$ cat src/rtl/core/recent_history_ring_match_top_assert.svh
// Assertion macros for the recent-history ring match block.
// Included by recent_history_ring_match_top; no other dependencies.
`ifndef RECENT_HISTORY_RING_MATCH_TOP_ASSERT_SVH
`define RECENT_HISTORY_RING_MATCH_TOP_ASSERT_SVH
`ifndef NO_ASSERTIONS
`define RHRM_ASSERT_SAME(lbl, ante, cons, msg) \
  lbl: assert property (@(posedge clk) disable iff (rst) (ante) |-> (cons)) \
    else $error(msg);
`define RHRM_ASSERT_NEXT(lbl, ante, cons, msg) \
  lbl: assert property (@(posedge clk) disable iff (rst) (ante) |=> (cons)) \
    else $error(msg);
`else
`define RHRM_ASSERT_SAME(lbl, ante, cons, msg)
`define RHRM_ASSERT_NEXT(lbl, ante, cons, msg)
`endif
`endif

$ cat src/rtl/core/rhrm_pkg.sv
// Shared types and constants for the recent-history ring match block.
// No dependencies.
package rhrm_pkg;

  localparam logic [15:0] EMPTY_MARK = 16'hFFFF;

  localparam logic KIND_QUERY = 1'b0;
  localparam logic KIND_PUSH  = 1'b1;

  typedef enum logic [1:0] {
    ST_IDLE,
    ST_WALK,
    ST_DONE
  } state_t;

endpackage

$ cat src/rtl/core/recent_history_ring_match_top.sv
// Recent-history ring with membership lookup: ring memory, walk sequencer, output register.
// Depends on rhrm_pkg and recent_history_ring_match_top_assert.svh.
//
// Usage: one slave stream of items, one master stream of results, one result per item.
// s_tuser selects push (1) or query (0). A push stores the index in the ring at the
// write pointer; a query compares the index against the newest min(check_count, fill)
// entries, newest first, one entry per cycle through a single comparator fed by the
// registered read port of the ring memory.
// Timing: a push completes at its transfer; its result is valid the next cycle.
// A query walks its examined entries and then takes the finish step, leaving the walk
// early on a hit; one that examines nothing goes straight to the finish step. The
// result is valid the cycle after the finish step. The walk over the ring memory
// sets the time a query takes; pushes skip the walk, one per cycle while results drain.
// One item is in flight at a time; s_tready is high only while the sequencer is idle
// and the output register is empty or being drained.
// A stalled receiver holds the result in the output register and the block waits.
// Reset clears pointer, fill count and sequencer; the ring memory is not cleared and
// entries beyond the fill count are never compared.
`include "recent_history_ring_match_top_assert.svh"

module recent_history_ring_match_top
  import rhrm_pkg::*;
#(
  parameter int DEPTH = 8
) (
  input  logic        clk,
  input  logic        rst,
  input  logic        s_tvalid,
  output logic        s_tready,
  input  logic [23:0] s_tdata,   // [15:0] index_value, [23:16] check_count
  input  logic        s_tuser,   // [0] kind
  output logic        m_tvalid,
  input  logic        m_tready,
  output logic [23:0] m_tdata    // [0] hit, [16:1] newest_entry, [23:17] zero
);

  localparam int AW = (DEPTH > 1) ? $clog2(DEPTH) : 1;
  localparam int CW = $clog2(DEPTH + 1);
  localparam logic [AW-1:0] LAST_SLOT = AW'(DEPTH - 1);
  localparam logic [CW-1:0] FULL_FILL = CW'(DEPTH);

  logic [15:0]   ring [0:DEPTH-1];
  logic [15:0]   rd_data;
  logic [AW-1:0] rd_addr, rd_addr_next;
  logic [AW-1:0] wr_ptr;
  logic [CW-1:0] fill;
  logic [CW-1:0] remain;
  logic          pend;
  logic          hit;
  logic [15:0]   idx;
  logic [15:0]   newest;
  logic          out_hit;
  logic [15:0]   out_newest;
  state_t        state, state_next;

  logic          in_xfer;
  logic          out_free;
  logic          is_push;
  logic          hit_now;
  logic          issue;
  logic          finish;
  logic [7:0]    fill_ext;
  logic [CW-1:0] clamp_count;
  logic [AW-1:0] newest_slot;

  assign in_xfer  = s_tvalid && s_tready;
  assign out_free = !m_tvalid || m_tready;
  assign is_push  = (s_tuser == KIND_PUSH);
  assign fill_ext = 8'(fill);
  assign clamp_count = (s_tdata[23:16] > fill_ext) ? fill : CW'(s_tdata[23:16]);
  assign newest_slot = (wr_ptr == '0) ? LAST_SLOT : wr_ptr - 1'b1;
  assign rd_addr_next = (rd_addr == '0) ? LAST_SLOT : rd_addr - 1'b1;
  assign hit_now = pend && (rd_data == idx);

  always_comb begin
    state_next = state;
    case (state)
      ST_IDLE: begin
        if (in_xfer && !is_push) begin
          state_next = (clamp_count == '0) ? ST_DONE : ST_WALK;
        end
      end
      ST_WALK: begin
        if (hit_now || (remain == '0 && !pend)) begin
          state_next = ST_DONE;
        end
      end
      ST_DONE: begin
        if (out_free) begin
          state_next = ST_IDLE;
        end
      end
      default: state_next = ST_IDLE;
    endcase
  end

  always_comb begin
    s_tready = 1'b0;
    issue    = 1'b0;
    finish   = 1'b0;
    case (state)
      ST_IDLE: s_tready = out_free;
      ST_WALK: issue    = !hit_now && (remain != '0);
      ST_DONE: finish   = out_free;
      default: s_tready = 1'b0;
    endcase
  end

  always_ff @(posedge clk) begin
    if (in_xfer && is_push) begin
      ring[wr_ptr] <= s_tdata[15:0];
    end
    rd_data <= ring[rd_addr];
  end

  always_ff @(posedge clk) begin
    if (rst) begin
      state    <= ST_IDLE;
      wr_ptr   <= '0;
      fill     <= '0;
      newest   <= EMPTY_MARK;
      m_tvalid <= 1'b0;
      pend     <= 1'b0;
      hit      <= 1'b0;
    end else begin
      state <= state_next;
      if ((in_xfer && is_push) || finish) begin
        m_tvalid <= 1'b1;
      end else if (m_tready) begin
        m_tvalid <= 1'b0;
      end
      if (in_xfer) begin
        idx <= s_tdata[15:0];
        hit <= 1'b0;
        pend <= 1'b0;
        if (is_push) begin
          wr_ptr     <= (wr_ptr == LAST_SLOT) ? '0 : wr_ptr + 1'b1;
          fill       <= (fill == FULL_FILL) ? fill : fill + 1'b1;
          newest     <= s_tdata[15:0];
          out_hit    <= 1'b0;
          out_newest <= s_tdata[15:0];
        end else begin
          remain  <= clamp_count;
          rd_addr <= newest_slot;
        end
      end
      if (state == ST_WALK) begin
        if (hit_now) begin
          hit  <= 1'b1;
          pend <= 1'b0;
        end else begin
          pend <= issue;
          if (issue) begin
            remain  <= remain - 1'b1;
            rd_addr <= rd_addr_next;
          end
        end
      end
      if (finish) begin
        out_hit    <= hit;
        out_newest <= newest;
      end
    end
  end

  assign m_tdata = {7'b0, out_newest, out_hit};

  `RHRM_ASSERT_SAME(a_fill_bound, 1'b1, fill <= FULL_FILL, "fill count above depth")
  `RHRM_ASSERT_NEXT(a_push_result, in_xfer && is_push, m_tvalid && out_newest == $past(s_tdata[15:0]) && !out_hit, "push result wrong")
  `RHRM_ASSERT_NEXT(a_hit_ends_walk, state == ST_WALK && hit_now, state == ST_DONE && hit, "hit did not end walk")
  `RHRM_ASSERT_SAME(a_busy_not_ready, state != ST_IDLE, !s_tready, "ready while busy")

endmodule
$ cat config.mk
export PLATFORM = sky130hd
export DESIGN_NAME = recent_history_ring_match_top
export DESIGN_NICKNAME = d
export VERILOG_FILES = /design/src/rtl/core/rhrm_pkg.sv /design/src/rtl/core/recent_history_ring_match_top.sv
export VERILOG_INCLUDE_DIRS = /design/src /design/src/rtl/core
export SDC_FILE = /design/constraint.sdc
export NUM_CORES = 1
export LEC_CHECK = 0
export BUFFER_PORTS_ARGS = -buffer_cell sky130_fd_sc_hd__buf_2
export CORE_UTILIZATION = 49
export DETAILED_ROUTE_END_ITERATION = 16
export GPL_ROUTABILITY_DRIVEN = 0
export GPL_TIMING_DRIVEN = 1
export PLACE_DENSITY = 0.78
export SLEW_MARGIN = 0
export SYNTH_ARGS = -nofsm -noshare
export SYNTH_HDL_FRONTEND = slang
export SYNTH_SLANG_ARGS = --single-unit
$ cat constraint.sdc
create_clock -name clk -period 3.7 [get_ports clk]
set_input_delay 0.185 -clock clk [delete_from_list [all_inputs] [get_ports clk]]
set_output_delay 0.185 -clock clk [all_outputs]
set_load 0.005 [all_outputs]
* Word-level counts from Yosys, hierarchy flattened
Memories as Yosys holds them, arrays and structs flattened. A register that Yosys moved wholly into a read port is not among the register bits.
Cells that the tools add are included.
** Storage, ports and cells
- Bits of input ports :: 29
- Logic and storage cells :: 95
- Output and inout bits :: 26
- Bits in writable memories :: 128
- Register bits after elaboration :: 68
- Memories kept :: 1
** Memory list
- ring :: depth 8, bits a word 16, read ports 1, clocked after Yosys merged registers in 1, wr ports 1, RTL line recent_history_ring_match_top.sv:42 : logic [15:0] ring [0:DEPTH-1];
** Operators by class
- Order comparisons :: 1
- Bitwise gates (word level) :: 2
- Muxes and demuxes :: 38
- Add/subtract/negate cells :: 5
- Eq/ne operators :: 8
- Reduce and logical (&&, ||, !) cells :: 28
** Operators by type and width (count)
- 2-to-1 mux 16 bit :: 3
- 2-to-1 mux 3 bit :: 8
- 2-to-1 mux 4 bit :: 6
- equality test 16 bit :: 1
- 2-to-1 mux 1 bit :: 16
- AND reduction 3 bit :: 3
- > comparator 8 x 4 -> 1 bit :: 1
- zero test 4 bit :: 2
- 2-to-1 mux 2 bit :: 4
- nonzero test 2 bit :: 4
- logical AND 1 bit :: 6
- zero test 3 bit :: 2
- inequality test 2 bit, second input constant :: 3
- case mux 2 bit (3 select lines) :: 1
- subtractor 3 x 1 -> 3 bit, second input constant :: 2
- adder 4 x 1 -> 4 bit, second input constant :: 1
- equality test 4 bit, second input constant :: 1
- zero test 1 bit :: 4
- AND reduction 2 bit :: 2
- nonzero test 4 bit :: 1
- subtractor 4 x 1 -> 4 bit, second input constant :: 1
- adder 3 x 1 -> 3 bit, second input constant :: 1
- equality test 3 bit, second input constant :: 1
- logical OR 1 bit :: 3
- 4 further kinds :: 5

* Longest topological paths before layout
- Depth in word-level cells :: 8
- Depth in mapped cells :: 8
- Mapped depth without buffers :: 8

* Least setup slack after synthesis
Ideal clock, no wire load.
- Path kind :: reg2reg
- Start point :: register state[0]
- End point :: memory ring[0][0], enable pin
- Data required time :: 3270 ps
- Data arrival time :: 2597 ps
- Slack :: 673 ps
- Library setup time :: 430 ps
- Clock period less this slack :: 3027 ps
- Path buffers :: 1
- Cell stages (with the launch flop) :: 6
- Cell sequence :: dfxtp_1 -> inv_1 -> and4_1 -> nand2_1 -> clkbuf_1 -> nor4_1
** Between the ends
- Longest elaborated chain between the ends :: 6
** RTL lines
- start, declared :: RTL line recent_history_ring_match_top.sv:54 : state_t state, state_next;
- start signal, assigned :: RTL line recent_history_ring_match_top.sv:126 : state <= state_next;
- zero test 2 bit :: RTL line recent_history_ring_match_top.sv:101 : case (state)
- 2-to-1 mux 1 bit :: RTL line recent_history_ring_match_top.sv:101
- logical AND 1 bit :: RTL line recent_history_ring_match_top.sv:66 : assign in_xfer = s_tvalid && s_tready;
- logical AND 1 bit :: RTL line recent_history_ring_match_top.sv:110 : if (in_xfer && is_push) begin
- 2-to-1 mux 1 bit :: RTL line recent_history_ring_match_top.sv:110
- 2-to-1 mux 1 bit (not written as such) :: RTL line recent_history_ring_match_top.sv:111 : ring[wr_ptr] <= s_tdata[15:0];
- end, declared :: RTL line recent_history_ring_match_top.sv:42
No other way between the ends.

* Worst setup path in the final report
- Start point :: register idx[1]
- End point :: register remain[0] (data pin)
** Between the ends
- Longest elaborated chain between the ends :: 8
** RTL lines
- start, declared :: RTL line recent_history_ring_match_top.sv:50 : logic [15:0] idx;
- start signal, assigned :: RTL line recent_history_ring_match_top.sv:133 : idx <= s_tdata[15:0];
- equality test 16 bit (*) :: RTL line recent_history_ring_match_top.sv:73 : assign hit_now = pend && (rd_data == idx);
- logical AND 1 bit (*) :: RTL line recent_history_ring_match_top.sv:73
- zero test 1 bit :: RTL line recent_history_ring_match_top.sv:103 : ST_WALK: issue = !hit_now && (remain != '0);
- logical AND 1 bit :: RTL line recent_history_ring_match_top.sv:103
- 2-to-1 mux 1 bit :: RTL line recent_history_ring_match_top.sv:101
- 2-to-1 mux 4 bit :: RTL line recent_history_ring_match_top.sv:153 : if (issue) begin
- 2-to-1 mux 4 bit (*) :: RTL line recent_history_ring_match_top.sv:148 : if (hit_now) begin
- 2-to-1 mux 4 bit (*) :: RTL line recent_history_ring_match_top.sv:147 : if (state == ST_WALK) begin
- end signal, assigned :: RTL line recent_history_ring_match_top.sv:143 : remain <= clamp_count;
- end signal, assigned :: RTL line recent_history_ring_match_top.sv:154 : remain <= remain - 1'b1;
- end, declared :: RTL line recent_history_ring_match_top.sv:47 : logic [CW-1:0] remain;
Mark *: on every way between the ends. The rest lies on a longest branch, timed or not.
A chain may end at the register's enable or synchronous reset.

==> impl_metrics.yaml <==
run_status:
  run_status: "finished, final reports clean"
power:
  cellLeakagePower_nw: 3.42
  total_power_per_unit_cell_area_nw_per_um2: 552
  vdd_ir_drop_max_mv: 0.477
clock_tree:
  cts.repair_timing.setup_buffer_count: 0
  clock-root-buffer: "clkbuf_16"
  cts_tree: "done"
  ctsLongestPathBuffers: 3
  clk-insertion-delay-late_ps: 490
  clk_pin_slew_worst_paths_ps: 60
  h-tree-depth: 1
  clock_sink_count: 212
  post_cts_resized: 0
  hold_buffers: 0
  numCtsBuffers: 20
critical_path:
  flop2flop_setup_slack_ps: 1100
  cp_max_fo: 9
  worstRegToRegCells: 6
  r2r-end: "remain[0]"
  start_kind: "register"
  crit_required_ps: 3940
  critPathArrivalTime_ps: 2840
  timing.critical_path.to: "remain[0]"
  timing.critical_path.to_type: "register"
  worst-setup-path-type: "register to register"
  crit-reg2reg-launch: "idx[1]"
  critical_path.startpoint: "idx[1]"
synthesis:
  synthCells: 519
  synthTopCellsByArea: "edfxtp_1, dfxtp_1, mux4_2"
  synth-main-ff-cell: "edfxtp_1"
  ys_warn_count: 0
  average_footprint_of_a_synthesized_cell_um2: 16.3
  synth.largest_area_cell: "edfxtp_1"
  synth_area_um2: 8450
  synthArstFlopShare_pct: 0
  synth_cell_types: 44
  synth_enable_flop_cells: 168
  synthDominantCellAreaShare_pct: 59.7
  synth_seq_area_share_pct: 70.2
  yosys-top-cells-count: "edfxtp_1, nand2_1, dfxtp_1, mux2_2, mux4_2"
  yosysMostFrequentCell: "edfxtp_1"
  synth-seq-cells: 212
timing:
  final_worst_clock_skew_ps: 9.68
  timing.slew.headroom_pct: 28.6
  minimum_hold_slack_ps: 21.4
  grt_setup_unrepaired: "false"
  worst_pin_slew_ps: 1070
  final_min_period_over_clock_period_pct: 70.4
  max_freq_ghz: 0.384
  final.setup.tns_ps: 0
  final_critical_path_setup_slack_ps: 1100
  timing_max_transition_violations_final: 0
  report.final.hold_viol_count: 0
  setup_violations: 0
  tmin_final_ps: 2600
routing:
  routed_wl_um: 16600
  firstDrtPassIters: 5
  drt_drc_violations_left: 0
  post_drt_via_cell_ratio: 5.66
  wl_per_cell_um: 20.3
  initialDrtViolationCount: 336
  detailroute.via_count: 4627
  detail-route-antenna-nets: 0
global_routing:
  grt.total_usage_pct: 19.1
  grt_pass1_vias: 4765
  first_pass_grt_wire_length_um: 25800
  grt_start_max_net_pins: 27
  grt-ovfl-total: 0
  antenna_found_initial: 0
min_path:
  hold_path.class: "primary input to register"
place:
  place_inst: 781
  hpwlAfterDp_um: 10600
  preCtsSetupSlack_ps: 1100
  place.port_buffers: 47
finish:
  share_of_final_layout_standard_cells_stronger_than_drive_strength_1_pct: 29.6
  insertedDiodeCount: 0
  nNetsFinal: 625
  layout-area-overhead-vs-synth_pct: 14.3
  post_layout_nonfiller_instances: 817
die:
  die-area_um2: 17800
  io_pins: 55
  placement_rows: 47
  initial_utilization_pct: 50.6
  die_x_um: 133
  dieHeight_um: 133
  coreArea_um2: 16700
run:
  maxCapViolCount: 0
[worst max-delay path: stages, from the launching register on]
cell and delay [ps]:
edfxtp_1 370, xor2_1 180, nor4_2 310, nand2_1 200, o41ai_4 590, or2_1 370
mux2_4 330
[registers in the layout (all words and copies together) (netlist names), 2 cells and up]
signal	count
wr_ptr	3
state	2
newest	16
rd_addr	3
idx	16
rd_data	16
out_newest	16
remain	4
ring	128
fill	4
[power breakdown]
group | switching, W | internal (W) | total, W
sequential | 0.0000850 | 0.00270 | 0.00278
clock | 0.000849 | 0.00118 | 0.00202
combinational | 0.000268 | 0.000247 | 0.000515
total | 0.00120 | 0.00412 | 0.00532
[metal layers]
layer,wire length [µm],track usage (%)
met3,1030,2.63
met2,8320,32.6
met4,267,6.44
met5,0,0
met1,6960,25.4
[area by class of cell]
cell class                      instances  area, µm²
Inverter                               18       67.6
Timing Repair Buffer                   65        370
Fill cell                            1256       7050
Tap cell                              220        275
Clock inverter                         15        130
Multi-Input combinational cell        266       2350
Sequential cell                       212       5930
Clock buffer                           21        526
[cells by family (layout without fill, tap and decap cells)]
group | after synthesis | after routing | synth area share, %
compound gates | 27 | 27 | 2.31
fa+ha+maj | 13 | 13 | 1.93
xor+xnor | 19 | 19 | 1.97
flops | 212 | 212 | 70.2
simple gates | 128 | 128 | 7.14
other cells | 1 | 7 | 0.0444
buf+inv | 47 | 119 | 2.58
mux | 72 | 72 | 13.9
[worst min-delay path by stage]
| stage | cells past startpoint | startpoint | slack, ps | end |
|---|---|---|---|---|
| floorplan | 1 | rst | 250 | pend |
| global placement | 2 | newest[9] | 450 | newest[9] |
| detailed placement | 2 | newest[7] | 460 | newest[7] |
| CTS | 1 | s_tdata[14] | 5 | ring[0][14] |
| global route | 1 | s_tdata[14] | 30 | ring[7][14] |
| finish | 1 | s_tdata[14] | 20 | ring[6][14] |
[cells in the final DEF, fill, tap and decap left out, types with 7 or more instances in the layout]
cell type    n
a21oi_1     10
buf_2       47
buf_4       18
clkbuf_16   21
clkinv_2     7
conb_1       7
dfxtp_1     44
edfxtp_1   168
ha_1        13
inv_1       18
mux2_2      36
mux4_2      32
nand2_1     52
nand3_1     21
nor2_1      17
nor3_1       9
xnor2_1     11
xor2_1       8
[metrics by stage]
| stage | total power (W) | util [%] | cell area [µm²] |
|---|---|---|---|
| 6_report | 0.00532 | 57.8 | 9650 |
| 5_1_grt | 0.00550 | 57.8 | 9650 |
| 4_1_cts | 0.00535 | 57.8 | 9650 |
| 3_5_place_dp | 0.00334 | 53.9 | 8990 |
| 3_3_place_gp | 0.00332 | 53.9 | 8990 |
| 2_1_floorplan | 0.00317 | - | 8470 |
Note: power is estimated with default switching activity, not from simulation.
